`src/hdl/crc8_packet_frame_checker_unit_assert.svh`:
```
// Assertion macros shared by the checker modules.
`ifndef CRC8_PACKET_FRAME_CHECKER_UNIT_ASSERT_SVH
`define CRC8_PACKET_FRAME_CHECKER_UNIT_ASSERT_SVH

// Check on every rising edge outside reset.
`define CRC8PFC_ASSERT(lbl, prop, msg) \
   lbl: assert property (@(posedge clock) disable iff (reset) prop) else $error(msg);

// Check on every rising edge, reset included.
`define CRC8PFC_ASSERT_ALWAYS(lbl, prop, msg) \
   lbl: assert property (@(posedge clock) prop) else $error(msg);

`endif

```
`src/hdl/crc8pfc_pkg.sv`:
```
package crc8pfc_pkg;

   localparam logic [7:0] HDR_FULL = 8'hF0;
   localparam logic [7:0] HDR_NEG  = 8'hB0;
   localparam logic [7:0] HDR_ACK  = 8'hA0;
   localparam logic [7:0] CRC_POLY = 8'h31;
   localparam logic [7:0] CRC_INIT = 8'hFF;
   localparam logic [8:0] COUNT_MAX = 9'd511;

   localparam logic [8:0] PAYLOAD_START  = 9'd4;
   localparam logic [9:0] FULL_OVERHEAD  = 10'd5;
   localparam logic [9:0] FULL_MIN_TOTAL = 10'd6;
   localparam logic [9:0] MIN_TOTAL      = 10'd2;

   localparam logic [1:0] ST_OK  = 2'd0;
   localparam logic [1:0] ST_ACK = 2'd1;
   localparam logic [1:0] ST_NEG = 2'd2;
   localparam logic [1:0] ST_ERR = 2'd3;

   localparam logic KIND_PAYLOAD = 1'b0;
   localparam logic KIND_STATUS  = 1'b1;

   localparam int  CSR_ADDR_W = 3;
   localparam int  CSR_DATA_W = 32;
   localparam logic REG_CAPACITY = 1'b0;
   localparam logic REG_DELIVER  = 1'b1;
   localparam logic [7:0] CAPACITY_RESET = 8'd255;
   localparam logic       DELIVER_RESET  = 1'b1;

   typedef struct packed {
      logic [7:0] payload_capacity;
      logic       deliver_payload;
   } cfg_type;

   typedef struct packed {
      logic       kind;
      logic [7:0] payload_byte;
      logic [7:0] payload_index;
      logic [1:0] status;
      logic [7:0] message_id;
      logic [7:0] delivered_length;
   } rsp_payload_type;

   // One byte through CRC-8, MSB first.
   function automatic logic [7:0] crc8_byte(input logic [7:0] crc_in, input logic [7:0] data);
      logic [7:0] c;
      c = crc_in ^ data;
      for (int i = 0; i < 8; i++) begin
         c = c[7] ? ({c[6:0], 1'b0} ^ CRC_POLY) : {c[6:0], 1'b0};
      end
      return c;
   endfunction

endpackage

```
`src/hdl/crc8pfc_req_if.sv`:
```
interface crc8pfc_req_if;
   logic       valid;
   logic       ready;
   logic [7:0] rx_byte;
   logic       last_byte;

   modport source (output valid, output rx_byte, output last_byte, input ready);
   modport sink (input valid, input rx_byte, input last_byte, output ready);
endinterface

```
`src/hdl/crc8pfc_rsp_if.sv`:
```
interface crc8pfc_rsp_if;
   logic       valid;
   logic       ready;
   logic       kind;
   logic [7:0] payload_byte;
   logic [7:0] payload_index;
   logic [1:0] status;
   logic [7:0] message_id;
   logic [7:0] delivered_length;

   modport source (output valid, output kind, output payload_byte, output payload_index,
                   output status, output message_id, output delivered_length, input ready);
   modport sink (input valid, input kind, input payload_byte, input payload_index,
                 input status, input message_id, input delivered_length, output ready);
endinterface

```
`src/hdl/crc8pfc_csr_regs.sv`:
```
module crc8pfc_csr_regs
   import crc8pfc_pkg::*;
(
   input  logic                  clock,
   input  logic                  reset,
   input  logic                  psel,
   input  logic                  penable,
   input  logic                  pwrite,
   input  logic [CSR_ADDR_W-1:0] paddr,
   input  logic [CSR_DATA_W-1:0] pwdata,
   output logic [CSR_DATA_W-1:0] prdata,
   output logic                  pready,
   output cfg_type               cfg
);

   logic [7:0] capacity_ff, capacity_in;
   logic       deliver_ff, deliver_in;
   logic       wr_en;

   assign pready = 1'b1;
   assign wr_en  = psel && penable && pwrite;

   always_comb begin
      capacity_in = capacity_ff;
      deliver_in  = deliver_ff;
      if (wr_en) begin
         case (paddr[2])
            REG_CAPACITY: capacity_in = pwdata[7:0];
            REG_DELIVER:  deliver_in  = pwdata[0];
            default:      ;
         endcase
      end
   end

   always_ff @(posedge clock) begin
      if (reset) begin
         capacity_ff <= CAPACITY_RESET;
         deliver_ff  <= DELIVER_RESET;
      end else begin
         capacity_ff <= capacity_in;
         deliver_ff  <= deliver_in;
      end
   end

   always_comb begin
      case (paddr[2])
         REG_CAPACITY: prdata = {{(CSR_DATA_W-8){1'b0}}, capacity_ff};
         REG_DELIVER:  prdata = {{(CSR_DATA_W-1){1'b0}}, deliver_ff};
         default:      prdata = '0;
      endcase
   end

   assign cfg.payload_capacity = capacity_ff;
   assign cfg.deliver_payload  = deliver_ff;

endmodule

```
`src/hdl/crc8pfc_frame_tracker.sv`:
```
`include "crc8_packet_frame_checker_unit_assert.svh"

module crc8pfc_frame_tracker
   import crc8pfc_pkg::*;
(
   input  logic            clock,
   input  logic            reset,
   input  cfg_type         cfg,
   input  logic            in_fire,
   input  logic [7:0]      rx_byte,
   input  logic            last_byte,
   output logic            res_valid,
   output rsp_payload_type res
);

   logic [8:0] byte_count_ff, byte_count_in;
   logic [7:0] first_header_ff, first_header_in;
   logic [7:0] second_header_ff, second_header_in;
   logic [7:0] frame_id_ff, frame_id_in;
   logic [7:0] frame_length_ff, frame_length_in;
   logic [7:0] running_crc_ff, running_crc_in;

   logic [7:0] hdr1_cur, hdr2_cur, id_cur, len_cur;
   logic [8:0] pay_pos;
   logic       full_stored;
   logic       emit;
   logic [9:0] total;
   logic [1:0] status;
   logic [7:0] mid;
   logic [7:0] dlen;

   // Header fields as they stand after this byte is captured.
   assign hdr1_cur = (byte_count_ff == 9'd0) ? rx_byte : first_header_ff;
   assign hdr2_cur = (byte_count_ff == 9'd1) ? rx_byte : second_header_ff;
   assign id_cur   = (byte_count_ff == 9'd2) ? rx_byte : frame_id_ff;
   assign len_cur  = (byte_count_ff == 9'd3) ? rx_byte : frame_length_ff;

   assign full_stored = (first_header_ff == HDR_FULL) && (second_header_ff == HDR_FULL);
   assign pay_pos     = byte_count_ff - PAYLOAD_START;
   assign emit = (byte_count_ff >= PAYLOAD_START) && full_stored && cfg.deliver_payload
              && (pay_pos < {1'b0, frame_length_ff})
              && (pay_pos < {1'b0, cfg.payload_capacity});

   assign total = {1'b0, byte_count_ff} + 10'd1;

   always_comb begin
      mid  = '0;
      dlen = '0;
      if (total < MIN_TOTAL) begin
         status = ST_ERR;
      end else if (hdr1_cur == HDR_ACK && hdr2_cur == HDR_ACK) begin
         status = ST_ACK;
      end else if (hdr1_cur == HDR_NEG && hdr2_cur == HDR_NEG) begin
         status = ST_NEG;
      end else if (hdr1_cur == HDR_FULL && hdr2_cur == HDR_FULL) begin
         if (total < FULL_MIN_TOTAL) begin
            status = ST_NEG;
         end else if (({2'b0, len_cur} + FULL_OVERHEAD) != total) begin
            status = ST_ERR;
         end else if (running_crc_ff != rx_byte) begin
            status = ST_ERR;
         end else begin
            status = ST_OK;
            mid    = id_cur;
            if (cfg.deliver_payload) begin
               dlen = (len_cur < cfg.payload_capacity) ? len_cur : cfg.payload_capacity;
            end
         end
      end else begin
         status = ST_ERR;
      end
   end

   always_comb begin
      res_valid = in_fire && (last_byte || emit);
      res       = '0;
      if (last_byte) begin
         res.kind             = KIND_STATUS;
         res.status           = status;
         res.message_id       = mid;
         res.delivered_length = dlen;
      end else begin
         res.kind          = KIND_PAYLOAD;
         res.payload_byte  = rx_byte;
         res.payload_index = pay_pos[7:0];
      end
   end

   always_comb begin
      byte_count_in    = byte_count_ff;
      first_header_in  = first_header_ff;
      second_header_in = second_header_ff;
      frame_id_in      = frame_id_ff;
      frame_length_in  = frame_length_ff;
      running_crc_in   = running_crc_ff;
      if (in_fire) begin
         if (last_byte) begin
            byte_count_in    = '0;
            first_header_in  = '0;
            second_header_in = '0;
            frame_id_in      = '0;
            frame_length_in  = '0;
            running_crc_in   = CRC_INIT;
         end else begin
            first_header_in  = hdr1_cur;
            second_header_in = hdr2_cur;
            frame_id_in      = id_cur;
            frame_length_in  = len_cur;
            running_crc_in   = crc8_byte(running_crc_ff, rx_byte);
            if (byte_count_ff != COUNT_MAX) begin
               byte_count_in = byte_count_ff + 9'd1;
            end
         end
      end
   end

   always_ff @(posedge clock) begin
      if (reset) begin
         byte_count_ff    <= '0;
         first_header_ff  <= '0;
         second_header_ff <= '0;
         frame_id_ff      <= '0;
         frame_length_ff  <= '0;
         running_crc_ff   <= CRC_INIT;
      end else begin
         byte_count_ff    <= byte_count_in;
         first_header_ff  <= first_header_in;
         second_header_ff <= second_header_in;
         frame_id_ff      <= frame_id_in;
         frame_length_ff  <= frame_length_in;
         running_crc_ff   <= running_crc_in;
      end
   end

   `CRC8PFC_ASSERT(a_last_gives_status, (in_fire && last_byte) |-> res_valid, "last byte without status")
   `CRC8PFC_ASSERT(a_idle_no_result, (!in_fire) |-> (!res_valid), "result without a request")
   `CRC8PFC_ASSERT(a_clear_after_last, (in_fire && last_byte) |=> (byte_count_ff == 9'd0 && running_crc_ff == CRC_INIT), "frame state not cleared")
   `CRC8PFC_ASSERT(a_count_saturates, (in_fire && !last_byte && byte_count_ff == COUNT_MAX) |=> (byte_count_ff == COUNT_MAX), "byte count wrapped")

endmodule

```
`src/hdl/crc8pfc_out_buffer.sv`:
```
`include "crc8_packet_frame_checker_unit_assert.svh"

module crc8pfc_out_buffer
   import crc8pfc_pkg::*;
(
   input  logic            clock,
   input  logic            reset,
   input  logic            push,
   input  rsp_payload_type push_data,
   output logic            space,
   crc8pfc_rsp_if.source   rsp_chan
);

   logic            out_valid_ff, out_valid_in;
   logic            skid_valid_ff, skid_valid_in;
   rsp_payload_type out_data_ff, out_data_in;
   rsp_payload_type skid_data_ff, skid_data_in;
   logic            pop;

   assign pop   = out_valid_ff && rsp_chan.ready;
   assign space = !skid_valid_ff;

   always_comb begin
      out_valid_in  = out_valid_ff;
      out_data_in   = out_data_ff;
      skid_valid_in = skid_valid_ff;
      skid_data_in  = skid_data_ff;
      if (pop || !out_valid_ff) begin
         if (skid_valid_ff) begin
            // advance the skid entry; skid full means no push this cycle
            out_valid_in  = 1'b1;
            out_data_in   = skid_data_ff;
            skid_valid_in = 1'b0;
         end else begin
            out_valid_in = push;
            out_data_in  = push_data;
         end
      end else if (push) begin
         skid_valid_in = 1'b1;
         skid_data_in  = push_data;
      end
   end

   always_ff @(posedge clock) begin
      if (reset) begin
         out_valid_ff  <= 1'b0;
         skid_valid_ff <= 1'b0;
      end else begin
         out_valid_ff  <= out_valid_in;
         skid_valid_ff <= skid_valid_in;
      end
      out_data_ff  <= out_data_in;
      skid_data_ff <= skid_data_in;
   end

   assign rsp_chan.valid            = out_valid_ff;
   assign rsp_chan.kind             = out_data_ff.kind;
   assign rsp_chan.payload_byte     = out_data_ff.payload_byte;
   assign rsp_chan.payload_index    = out_data_ff.payload_index;
   assign rsp_chan.status           = out_data_ff.status;
   assign rsp_chan.message_id       = out_data_ff.message_id;
   assign rsp_chan.delivered_length = out_data_ff.delivered_length;

   `CRC8PFC_ASSERT_ALWAYS(a_skid_behind_out, skid_valid_ff |-> out_valid_ff, "skid full with empty output")
   `CRC8PFC_ASSERT(a_no_push_when_full, push |-> (!skid_valid_ff), "push into full buffer")
   `CRC8PFC_ASSERT(a_skid_moves_up, (skid_valid_ff && pop) |=> (out_data_ff == $past(skid_data_ff)), "skid entry lost")

endmodule

```
`src/hdl/crc8_packet_frame_checker_unit.sv`:
```
// Channel    Direction  Handshake      Payload
// req_chan   in         valid/ready    rx_byte[7:0], last_byte
// rsp_chan   out        valid/ready    kind, payload_byte, payload_index, status,
//                                      message_id, delivered_length
// csr (APB)  in/out     psel/penable   paddr[2:0], pwdata, prdata; pready tied high
//
// One request per cycle while req_chan.ready is high: header capture, CRC-8
// update and the end-of-frame checks all sit between the frame state
// registers and the output register; a request causes zero or one result.
// Reset (synchronous, active high) clears frame state and restores the
// registers to capacity 255 and deliver 1; no clearing pass is needed.
// A two-entry output buffer lets a request enter while a result waits;
// req_chan.ready drops only when both entries are held.
module crc8_packet_frame_checker_unit
   import crc8pfc_pkg::*;
(
   input  logic                  clock,
   input  logic                  reset,
   crc8pfc_req_if.sink           req_chan,
   crc8pfc_rsp_if.source         rsp_chan,
   input  logic                  psel,
   input  logic                  penable,
   input  logic                  pwrite,
   input  logic [CSR_ADDR_W-1:0] paddr,
   input  logic [CSR_DATA_W-1:0] pwdata,
   output logic [CSR_DATA_W-1:0] prdata,
   output logic                  pready
);

   cfg_type         cfg;
   logic            in_fire;
   logic            buf_space;
   logic            res_valid;
   rsp_payload_type res;

   // accept whenever the output buffer has a free entry
   assign req_chan.ready = buf_space;
   assign in_fire        = req_chan.valid && buf_space;

   crc8pfc_csr_regs u_csr (
      .clock   (clock),
      .reset   (reset),
      .psel    (psel),
      .penable (penable),
      .pwrite  (pwrite),
      .paddr   (paddr),
      .pwdata  (pwdata),
      .prdata  (prdata),
      .pready  (pready),
      .cfg     (cfg)
   );

   // frame state, CRC and status decision
   crc8pfc_frame_tracker u_tracker (
      .clock     (clock),
      .reset     (reset),
      .cfg       (cfg),
      .in_fire   (in_fire),
      .rx_byte   (req_chan.rx_byte),
      .last_byte (req_chan.last_byte),
      .res_valid (res_valid),
      .res       (res)
   );

   // hold results until the consumer takes them
   crc8pfc_out_buffer u_out (
      .clock     (clock),
      .reset     (reset),
      .push      (res_valid),
      .push_data (res),
      .space     (buf_space),
      .rsp_chan  (rsp_chan)
   );

endmodule

```
`src/flat_wrapper.sv`:
```
// flat-port wrapper written by rule: the top's interface ports become plain ports
module crc8_packet_frame_checker_unit_flat import crc8pfc_pkg::*;
  (clock, reset, psel, penable, pwrite, paddr, pwdata, prdata, pready, req_chan_valid, req_chan_rx_byte, req_chan_last_byte, req_chan_ready, rsp_chan_valid, rsp_chan_kind, rsp_chan_payload_byte, rsp_chan_payload_index, rsp_chan_status, rsp_chan_message_id, rsp_chan_delivered_length, rsp_chan_ready);
  crc8pfc_req_if req_chan_i ();
  crc8pfc_rsp_if rsp_chan_i ();
  input  logic clock;
  input  logic reset;
  input  logic psel;
  input  logic penable;
  input  logic pwrite;
  input  logic [CSR_ADDR_W-1:0] paddr;
  input  logic [CSR_DATA_W-1:0] pwdata;
  output logic [CSR_DATA_W-1:0] prdata;
  output logic pready;
  input wire logic [$bits(req_chan_i.valid)-1:0] req_chan_valid;
  input wire logic [$bits(req_chan_i.rx_byte)-1:0] req_chan_rx_byte;
  input wire logic [$bits(req_chan_i.last_byte)-1:0] req_chan_last_byte;
  output wire logic [$bits(req_chan_i.ready)-1:0] req_chan_ready;
  output wire logic [$bits(rsp_chan_i.valid)-1:0] rsp_chan_valid;
  output wire logic [$bits(rsp_chan_i.kind)-1:0] rsp_chan_kind;
  output wire logic [$bits(rsp_chan_i.payload_byte)-1:0] rsp_chan_payload_byte;
  output wire logic [$bits(rsp_chan_i.payload_index)-1:0] rsp_chan_payload_index;
  output wire logic [$bits(rsp_chan_i.status)-1:0] rsp_chan_status;
  output wire logic [$bits(rsp_chan_i.message_id)-1:0] rsp_chan_message_id;
  output wire logic [$bits(rsp_chan_i.delivered_length)-1:0] rsp_chan_delivered_length;
  input wire logic [$bits(rsp_chan_i.ready)-1:0] rsp_chan_ready;
  assign req_chan_i.valid = req_chan_valid;
  assign req_chan_i.rx_byte = req_chan_rx_byte;
  assign req_chan_i.last_byte = req_chan_last_byte;
  assign req_chan_ready = req_chan_i.ready;
  assign rsp_chan_valid = rsp_chan_i.valid;
  assign rsp_chan_kind = rsp_chan_i.kind;
  assign rsp_chan_payload_byte = rsp_chan_i.payload_byte;
  assign rsp_chan_payload_index = rsp_chan_i.payload_index;
  assign rsp_chan_status = rsp_chan_i.status;
  assign rsp_chan_message_id = rsp_chan_i.message_id;
  assign rsp_chan_delivered_length = rsp_chan_i.delivered_length;
  assign rsp_chan_i.ready = rsp_chan_ready;
  crc8_packet_frame_checker_unit u_core (.clock(clock), .reset(reset), .req_chan(req_chan_i), .rsp_chan(rsp_chan_i), .psel(psel), .penable(penable), .pwrite(pwrite), .paddr(paddr), .pwdata(pwdata), .prdata(prdata), .pready(pready));
endmodule
```
`config.mk`:
```
export PLATFORM = sky130hd
export DESIGN_NAME = crc8_packet_frame_checker_unit_flat
export DESIGN_NICKNAME = d
export VERILOG_FILES = /design/src/hdl/crc8pfc_pkg.sv /design/src/hdl/crc8pfc_req_if.sv /design/src/hdl/crc8pfc_rsp_if.sv /design/src/hdl/crc8pfc_csr_regs.sv /design/src/hdl/crc8pfc_frame_tracker.sv /design/src/hdl/crc8pfc_out_buffer.sv /design/src/hdl/crc8_packet_frame_checker_unit.sv /design/src/flat_wrapper.sv
export VERILOG_INCLUDE_DIRS = /design/src /design/src/hdl
export SDC_FILE = /design/constraint.sdc
export NUM_CORES = 1
export LEC_CHECK = 0
export BUFFER_PORTS_ARGS = -buffer_cell sky130_fd_sc_hd__clkbuf_2
export CAP_MARGIN = 30
export CORE_ASPECT_RATIO = 2
export CORE_MARGIN = 1.5
export CORE_UTILIZATION = 52
export DETAILED_ROUTE_END_ITERATION = 10
export PLACE_DENSITY = 0.77
export SYNTH_ARGS = -nofsm -noshare
export SYNTH_HDL_FRONTEND = slang
export SYNTH_SLANG_ARGS = --single-unit
```
`constraint.sdc`:
```
create_clock -name clock -period 4.95 [get_ports clock]
set_input_delay 0.2475 -clock clock [delete_from_list [all_inputs] [get_ports clock]]
set_output_delay 0.2475 -clock clock [all_outputs]
set_load 0.01 [all_outputs]
```
# == Yosys cells after proc, flatten, opt, wreduce, memory -nomap -nowiden ==
# Index checks and enable logic that the tools add are counted.
# totals
regBits,130
latch_bits,0
ram_bits,0
mem_bits_ro,0
input_bits,51
output_inout_bits,70
n_memories,0
# op_classes
addsub,4
multipliers,0
div,0
n_lt_le_gt_ge,6
n_eq_ne,14
n_shift,0
muxes,48
n_bitwise,11
n_reduce_logical,24
# op_table
op,count
$mux 8,25
$eq 8x8->1 const B,8
$pmux 32 s2,1
$mux 6,8
$mux 35,1
$not 3->3,8
$eq 9x2->1 const B,2
$lt 9x8->1,2
$mux 18,1
$mux 9,2
$mux 16,1
$mux 2,7
$logic_and 1x1->1,13
$add 9x1->10 const B,1
$lt 10x2->1 const B,1
$lt 10x3->1 const B,1
$ne 9x10->1,1
$add 8x3->9 const B,1
$add 9x1->9 const B,1
$eq 9x1->1 const B,1
$ge 9x3->1 const B,1
$logic_not 9->1,1
$ne 9x9->1 const B,1
$sub 9x3->9 const B,1
other kinds (10),17

# == Depth between registers and ports, before layout ==
# depth
ltp_word,18
ltp_mapped,19

# == Cells and area by module ==
# From an unflattened synthesis, not the netlist that was laid out.
# hier_totals
hier_cells,776
hier_area_um2,7664.9
# by_module_without_submodules
module,n_inst,cells_each,area_each_um2,seq_area_each_um2
crc8pfc_frame_tracker,1,580,4264.1,980.9
crc8pfc_out_buffer,1,118,2743.9,2142.1
crc8pfc_csr_regs,1,77,650.6,180.2
crc8_packet_frame_checker_unit,1,1,6.3,0.0

# == Worst setup path after synthesis ==
# Ideal clock, no wire load.
# synth_timing
path_kind,reg-to-reg
startpoint,register u_core.u_tracker.byte_count_ff[4]
endpoint,register u_core.u_out.skid_data_ff[0] (netlist name) (enable)
setup_ps,480
t_arrival_ps,4866
required_ps,4470
path_slack_ps,-396
stages_incl_launch_ff,13
path_buffers,1
period_less_slack_ps,5346
path_cell_list,dfxtp_1 > clkbuf_1 > nor3_1 > nor3b_1 > xnor2_1 > inv_1 > ha_1 > nand2_1 > nand3_1 > nor4_1 > and3_1 > o211ai_1 > a211oi_1
# synth_between
elab_chain_cells,8
elab_cells_between_ends,11
cone_classes,add/sub: 1; order compare: 3; reduce/logical: 7
# synth_rtl
element,line,source
start: declaration,crc8pfc_frame_tracker.sv:16,"logic [8:0] byte_count_ff, byte_count_in;"
start signal: assignment,crc8pfc_frame_tracker.sv:126,byte_count_ff <= byte_count_in;
branches (longest 4 deep; another with $sub 9x3->9),-,
$logic_and 1x1->1 *,crc8pfc_frame_tracker.sv:42,"&& (pay_pos < {1'b0, cfg.payload_capacity});"
$logic_or 1x1->1 *,crc8pfc_frame_tracker.sv:75,res_valid = in_fire && (last_byte || emit);
$logic_and 1x1->1 *,crc8pfc_frame_tracker.sv:75,
$reduce_and 2->1 (no source line) *,-,
end signal: assignment,crc8pfc_out_buffer.sv:53,skid_data_ff <= skid_data_in;
end: declaration,crc8pfc_out_buffer.sv:17,"rsp_payload_type skid_data_ff, skid_data_in;"
# Every way passes the cells marked *.
# A chain may end at the register's enable or synchronous reset.

# == Final worst setup path ==
# layout_timing
startpoint,register u_core.u_tracker.byte_count_ff[4]
endpoint,"register u_core.u_out.out_data_ff, in the netlist u_core.u_out.rsp_chan.delivered_length[5], data pin"
# layout_between
elab_chain_cells,14
elab_cells_between_ends,32
cone_classes,add/sub: 2; order compare: 3; eq/ne: 9; mux: 14; reduce/logical: 4
# layout_rtl
element,line,source
$eq 9x2->1,crc8pfc_frame_tracker.sv:36,assign len_cur = (byte_count_ff == 9'd3) ? rx_byte : frame_length_ff;
$mux 8,crc8pfc_frame_tracker.sv:36,
$lt 8x8->1,crc8pfc_frame_tracker.sv:66,dlen = (len_cur < cfg.payload_capacity) ? len_cur : cfg.payload_capacity;
$mux 8,crc8pfc_frame_tracker.sv:66,
$mux 8,crc8pfc_frame_tracker.sv:65,if (cfg.deliver_payload) begin
$mux 8,crc8pfc_frame_tracker.sv:60,end else if (running_crc_ff != rx_byte) begin
$mux 8,crc8pfc_frame_tracker.sv:58,"end else if (({2'b0, len_cur} + FULL_OVERHEAD) != total) begin"
$mux 8,crc8pfc_frame_tracker.sv:56,if (total < FULL_MIN_TOTAL) begin
$mux 8,crc8pfc_frame_tracker.sv:55,end else if (hdr1_cur == HDR_FULL && hdr2_cur == HDR_FULL) begin
$mux 8,crc8pfc_frame_tracker.sv:53,end else if (hdr1_cur == HDR_NEG && hdr2_cur == HDR_NEG) begin
$mux 8,crc8pfc_frame_tracker.sv:51,end else if (hdr1_cur == HDR_ACK && hdr2_cur == HDR_ACK) begin
$mux 8 *,crc8pfc_frame_tracker.sv:49,if (total < MIN_TOTAL) begin
$mux 18 *,crc8pfc_frame_tracker.sv:77,if (last_byte) begin
$mux 35 *,crc8pfc_out_buffer.sv:29,if (skid_valid_ff) begin
end signal: assignment,crc8pfc_out_buffer.sv:52,out_data_ff <= out_data_in;
end: declaration,crc8pfc_out_buffer.sv:16,"rsp_payload_type out_data_ff, out_data_in;"
# Mark *: on every way between the ends. The rest lies on a longest branch, timed or not.

==> impl_metrics.json <==
{
  "slowest_stage": "or4_4",
  "design.core.area_sq_mm": 0.01397,
  "timing_worst_setup_path_type": "flip-flop to flip-flop",
  "power.leakage_uw": 0.003394,
  "yosysSeqAreaShare": 0.4444,
  "ir_worst_vdd_v": 0.0002182,
  "critPathMaxFanout": 15,
  "intPower_uw": 2101,
  "cp.required_ns": 5.16,
  "fin_crit_ns": 4.601,
  "async_flop_share": 0,
  "die_h_um": 172.1,
  "final_common_cell": "nor2_1",
  "cts_resized": 0,
  "critPathCaptureType": "flip-flop",
  "tightest_slew_ns": 0.9891,
  "power_frac_seq": 0.422,
  "slew_headroom": 0.3355,
  "yosys_register_bits": 130,
  "drive_gt1_frac": 0.1825,
  "grt_setup_unrepaired": "false",
  "p_sw_uw": 713.7,
  "final.setup.tns_ns": 0,
  "ant_nets": 0,
  "final_cell_mix": "nor2_1, edfxtp_1, clkbuf_2, nand2_1, dfxtp_1",
  "drt_pass1_iterations": 5,
  "insertion_delay_ns": 0.43,
  "via_count": 6224,
  "reg_top3": "u_core.u_out.skid_data_ff (35), u_core.u_tracker.byte_count_ff (9)",
  "setup-violations-final": 0,
  "min_path_type": "input pin to flip-flop",
  "final_nets": 924,
  "top_register": "u_core.u_out.skid_data_ff",
  "antenna_found_initial": 0,
  "syn-cell-area_sq_mm": 0.007433,
  "avgViaCountPerCell": 5.962,
  "track_usage": 0.2723,
  "syn_inst": 774,
  "crit_arrival_ns": 4.82,
  "cts_hold_buf": 0,
  "hold_viol_final": 0,
  "post-place-ws_ns": 0.4429,
  "grt-ovfl-total": 0,
  "die-area_sq_mm": 0.01506,
  "pwr-share-clk": 0.474,
  "drc": 0,
  "synth_edf_count": 70,
  "syn2layout_area_growth_pct": 15.33,
  "synthFlopType": "edfxtp_1",
  "cts_tree": "built",
  "power_density_mw_per_mm2": 328.3,
  "routabilityCongestion": 0.9305,
  "clock_path_buffers": 2,
  "post-cts-setup-buffers": 0,
  "avgSynthCellArea_sq_um": 9.604,
  "worst_slack_ns": 0.3488,
  "wl_per_cell_um": 19.14,
  "timing.final.crit_share": 0.9295,
  "htree_levels": 4,
  "drt-total-wl_um": 19980,
  "grt_max_degree": 51,
  "pin_count": 121,
  "clock_sinks": 130,
  "fmaxAchievable_ghz": 0.2173,
  "largest_register_ffs": 35,
  "status": "finished clean",
  "fp-row-count": 61,
  "worstPathCellList": "or4_4 > nor2_2 > buf_4 > nand2_1 > o21ai_0 > ha_1 > xnor2_1 > nand4_1 > or4_1 > nor4b_1 > buf_4 > nand4_1 > a2111oi_4 > nand4_4 > o31ai_1",
  "hpwl_um": 14380,
  "port_buffers": 69,
  "final_core_util": 0.6138,
  "fillers": 1186,
  "initial_core_util": 0.5322,
  "grt_pass1_wl_um": 30710,
  "diodes": 0,
  "grt_pass1_vias": 5972,
  "synth_cell_types": 68,
  "slew_violations": 0,
  "initialDrtViolationCount": 403,
  "ys_warn_count": 0,
  "numCtsBuffers": 17,
  "finClkSkew_ns": 0.01179,
  "clk_pin_slew_ns": 0.07,
  "max_cap_violations": 0,
  "cts_root_buffer": "clkbuf_16",
  "crit_path_start_kind": "flip-flop",
  "critPathMaxStageDelay_ns": 0.65,
  "die_w_um": 87.54,
  "switching_share": 0.2535,
  "pwr-share-comb": 0.104
}
routing by layer:
metal | vias up | routed length [um] | GRT usage
met5 | - | 0 | 0
met4 | 0 | 1002 | 0.1629
met3 | 66 | 1131 | 0.05632
met2 | 295 | 10900 | 0.5023
met1 | 2953 | 6950 | 0.2717
li1 | 2910 | - | -
stage by stage:
step                cells  cell area (sq um)  total power (uW)  hold slack, ns
finish               1044               8573              2815         0.02666
global route         1044               8573              2898         0.02901
CTS                  1044               8573              2821         0.02174
detailed placement   1012               7944              1498          0.4584
global placement     1012               7944              1492          0.4551
floorplan             797               7525              1427          0.3464
cells by family after synthesis:
logic type	Yosys count	synth area share
simple gates	267	0.1735
buf+inv	99	0.06514
mux	29	0.04107
fa+ha+maj	31	0.05218
compound gates	175	0.1744
xor+xnor	41	0.04831
other cells	2	0.001010
flops	130	0.4444
path summary, 6_finish.rpt:
kind | from | end | slack [ns] | depth (start not counted)
max | u_core.u_tracker.byte_count_ff[4] | u_core.u_out.rsp_chan.delivered_length[5] | 0.35 | 15
min | pwdata[2] | u_core.u_csr.capacity_ff[2] | 0.03 | 2
max reg2reg | u_core.u_tracker.byte_count_ff[4] | u_core.u_out.rsp_chan.delivered_length[5] | 0.35 | 15
min reg2reg | u_core.u_tracker.first_header_ff[2] | u_core.u_tracker.first_header_ff[2] | 0.50 | 2
cell usage after synthesis (3+ instances only):
cell type / n / area [sq um]
a22oi_1: 37 / 277.8
edfxtp_1: 70 / 2102
buf_1: 5 / 18.77
a211o_1: 12 / 105.1
xnor2_1: 26 / 227.7
mux2_2: 12 / 135.1
nand2b_1: 14 / 87.58
buf_4: 25 / 187.7
o21ai_0: 20 / 100.1
o22ai_1: 8 / 50.05
nand4_1: 11 / 68.82
nor3b_1: 3 / 22.52
buf_2: 3 / 15.01
a2111oi_0: 3 / 26.28
nor2b_1: 14 / 87.58
dfxtp_1: 60 / 1201
clkbuf_1: 35 / 131.4
o211ai_1: 5 / 37.54
a211oi_1: 5 / 37.54
ha_1: 31 / 387.9
xor2_1: 15 / 131.4
nor4_1: 5 / 31.28
inv_1: 28 / 105.1
nor2_1: 105 / 394.1
a21o_1: 13 / 97.59
and2_1: 5 / 31.28
nand3_1: 12 / 60.06
mux2i_1: 17 / 170.2
and3_1: 5 / 31.28
nand2_1: 61 / 229.0
a31oi_1: 4 / 25.02
a32oi_1: 4 / 35.03
o2111ai_1: 4 / 35.03
o31ai_1: 25 / 187.7
a21oi_1: 14 / 70.07
or3_1: 5 / 31.28
and3b_1: 3 / 26.28
o21ai_1: 5 / 25.02
nor3_1: 8 / 40.04
layout make-up:
type	count	area [sq um]	area share
clock buffers	18	439.2	0.05123
clock inverters	14	190.2	0.02218
inverters	29	108.9	0.01270
multi-input cells	568	3747	0.4371
flip-flops and latches	130	3303	0.3853
well taps	189	236.5	0.02758
repair buffers	96	548.0	0.06392
worst max-delay path, delay by kind of cell, from the launching register on:
| kind | cells | cell delay (ns) |
|---|---|---|
| and+or+nand+nor | 8 | 2.26 |
| AOI/OAI and AO/OA | 3 | 0.92 |
| buffers and inverters | 2 | 0.41 |
| DFF | 1 | 0.31 |
| adders and majority gates | 1 | 0.30 |
| xor gates and xnor gates | 1 | 0.18 |
power groups by stage:
stage          sequential (uW)  combinational (uW)  clock (uW)
2_1_floorplan             1220                 209           0
3_3_place_gp              1210                 283           0
3_5_place_dp              1210                 287           0
4_1_cts                   1190                 290        1340
5_1_grt                   1190                 321        1390
6_report                  1190                 292        1340
Power figures use the tool's default switching activity.
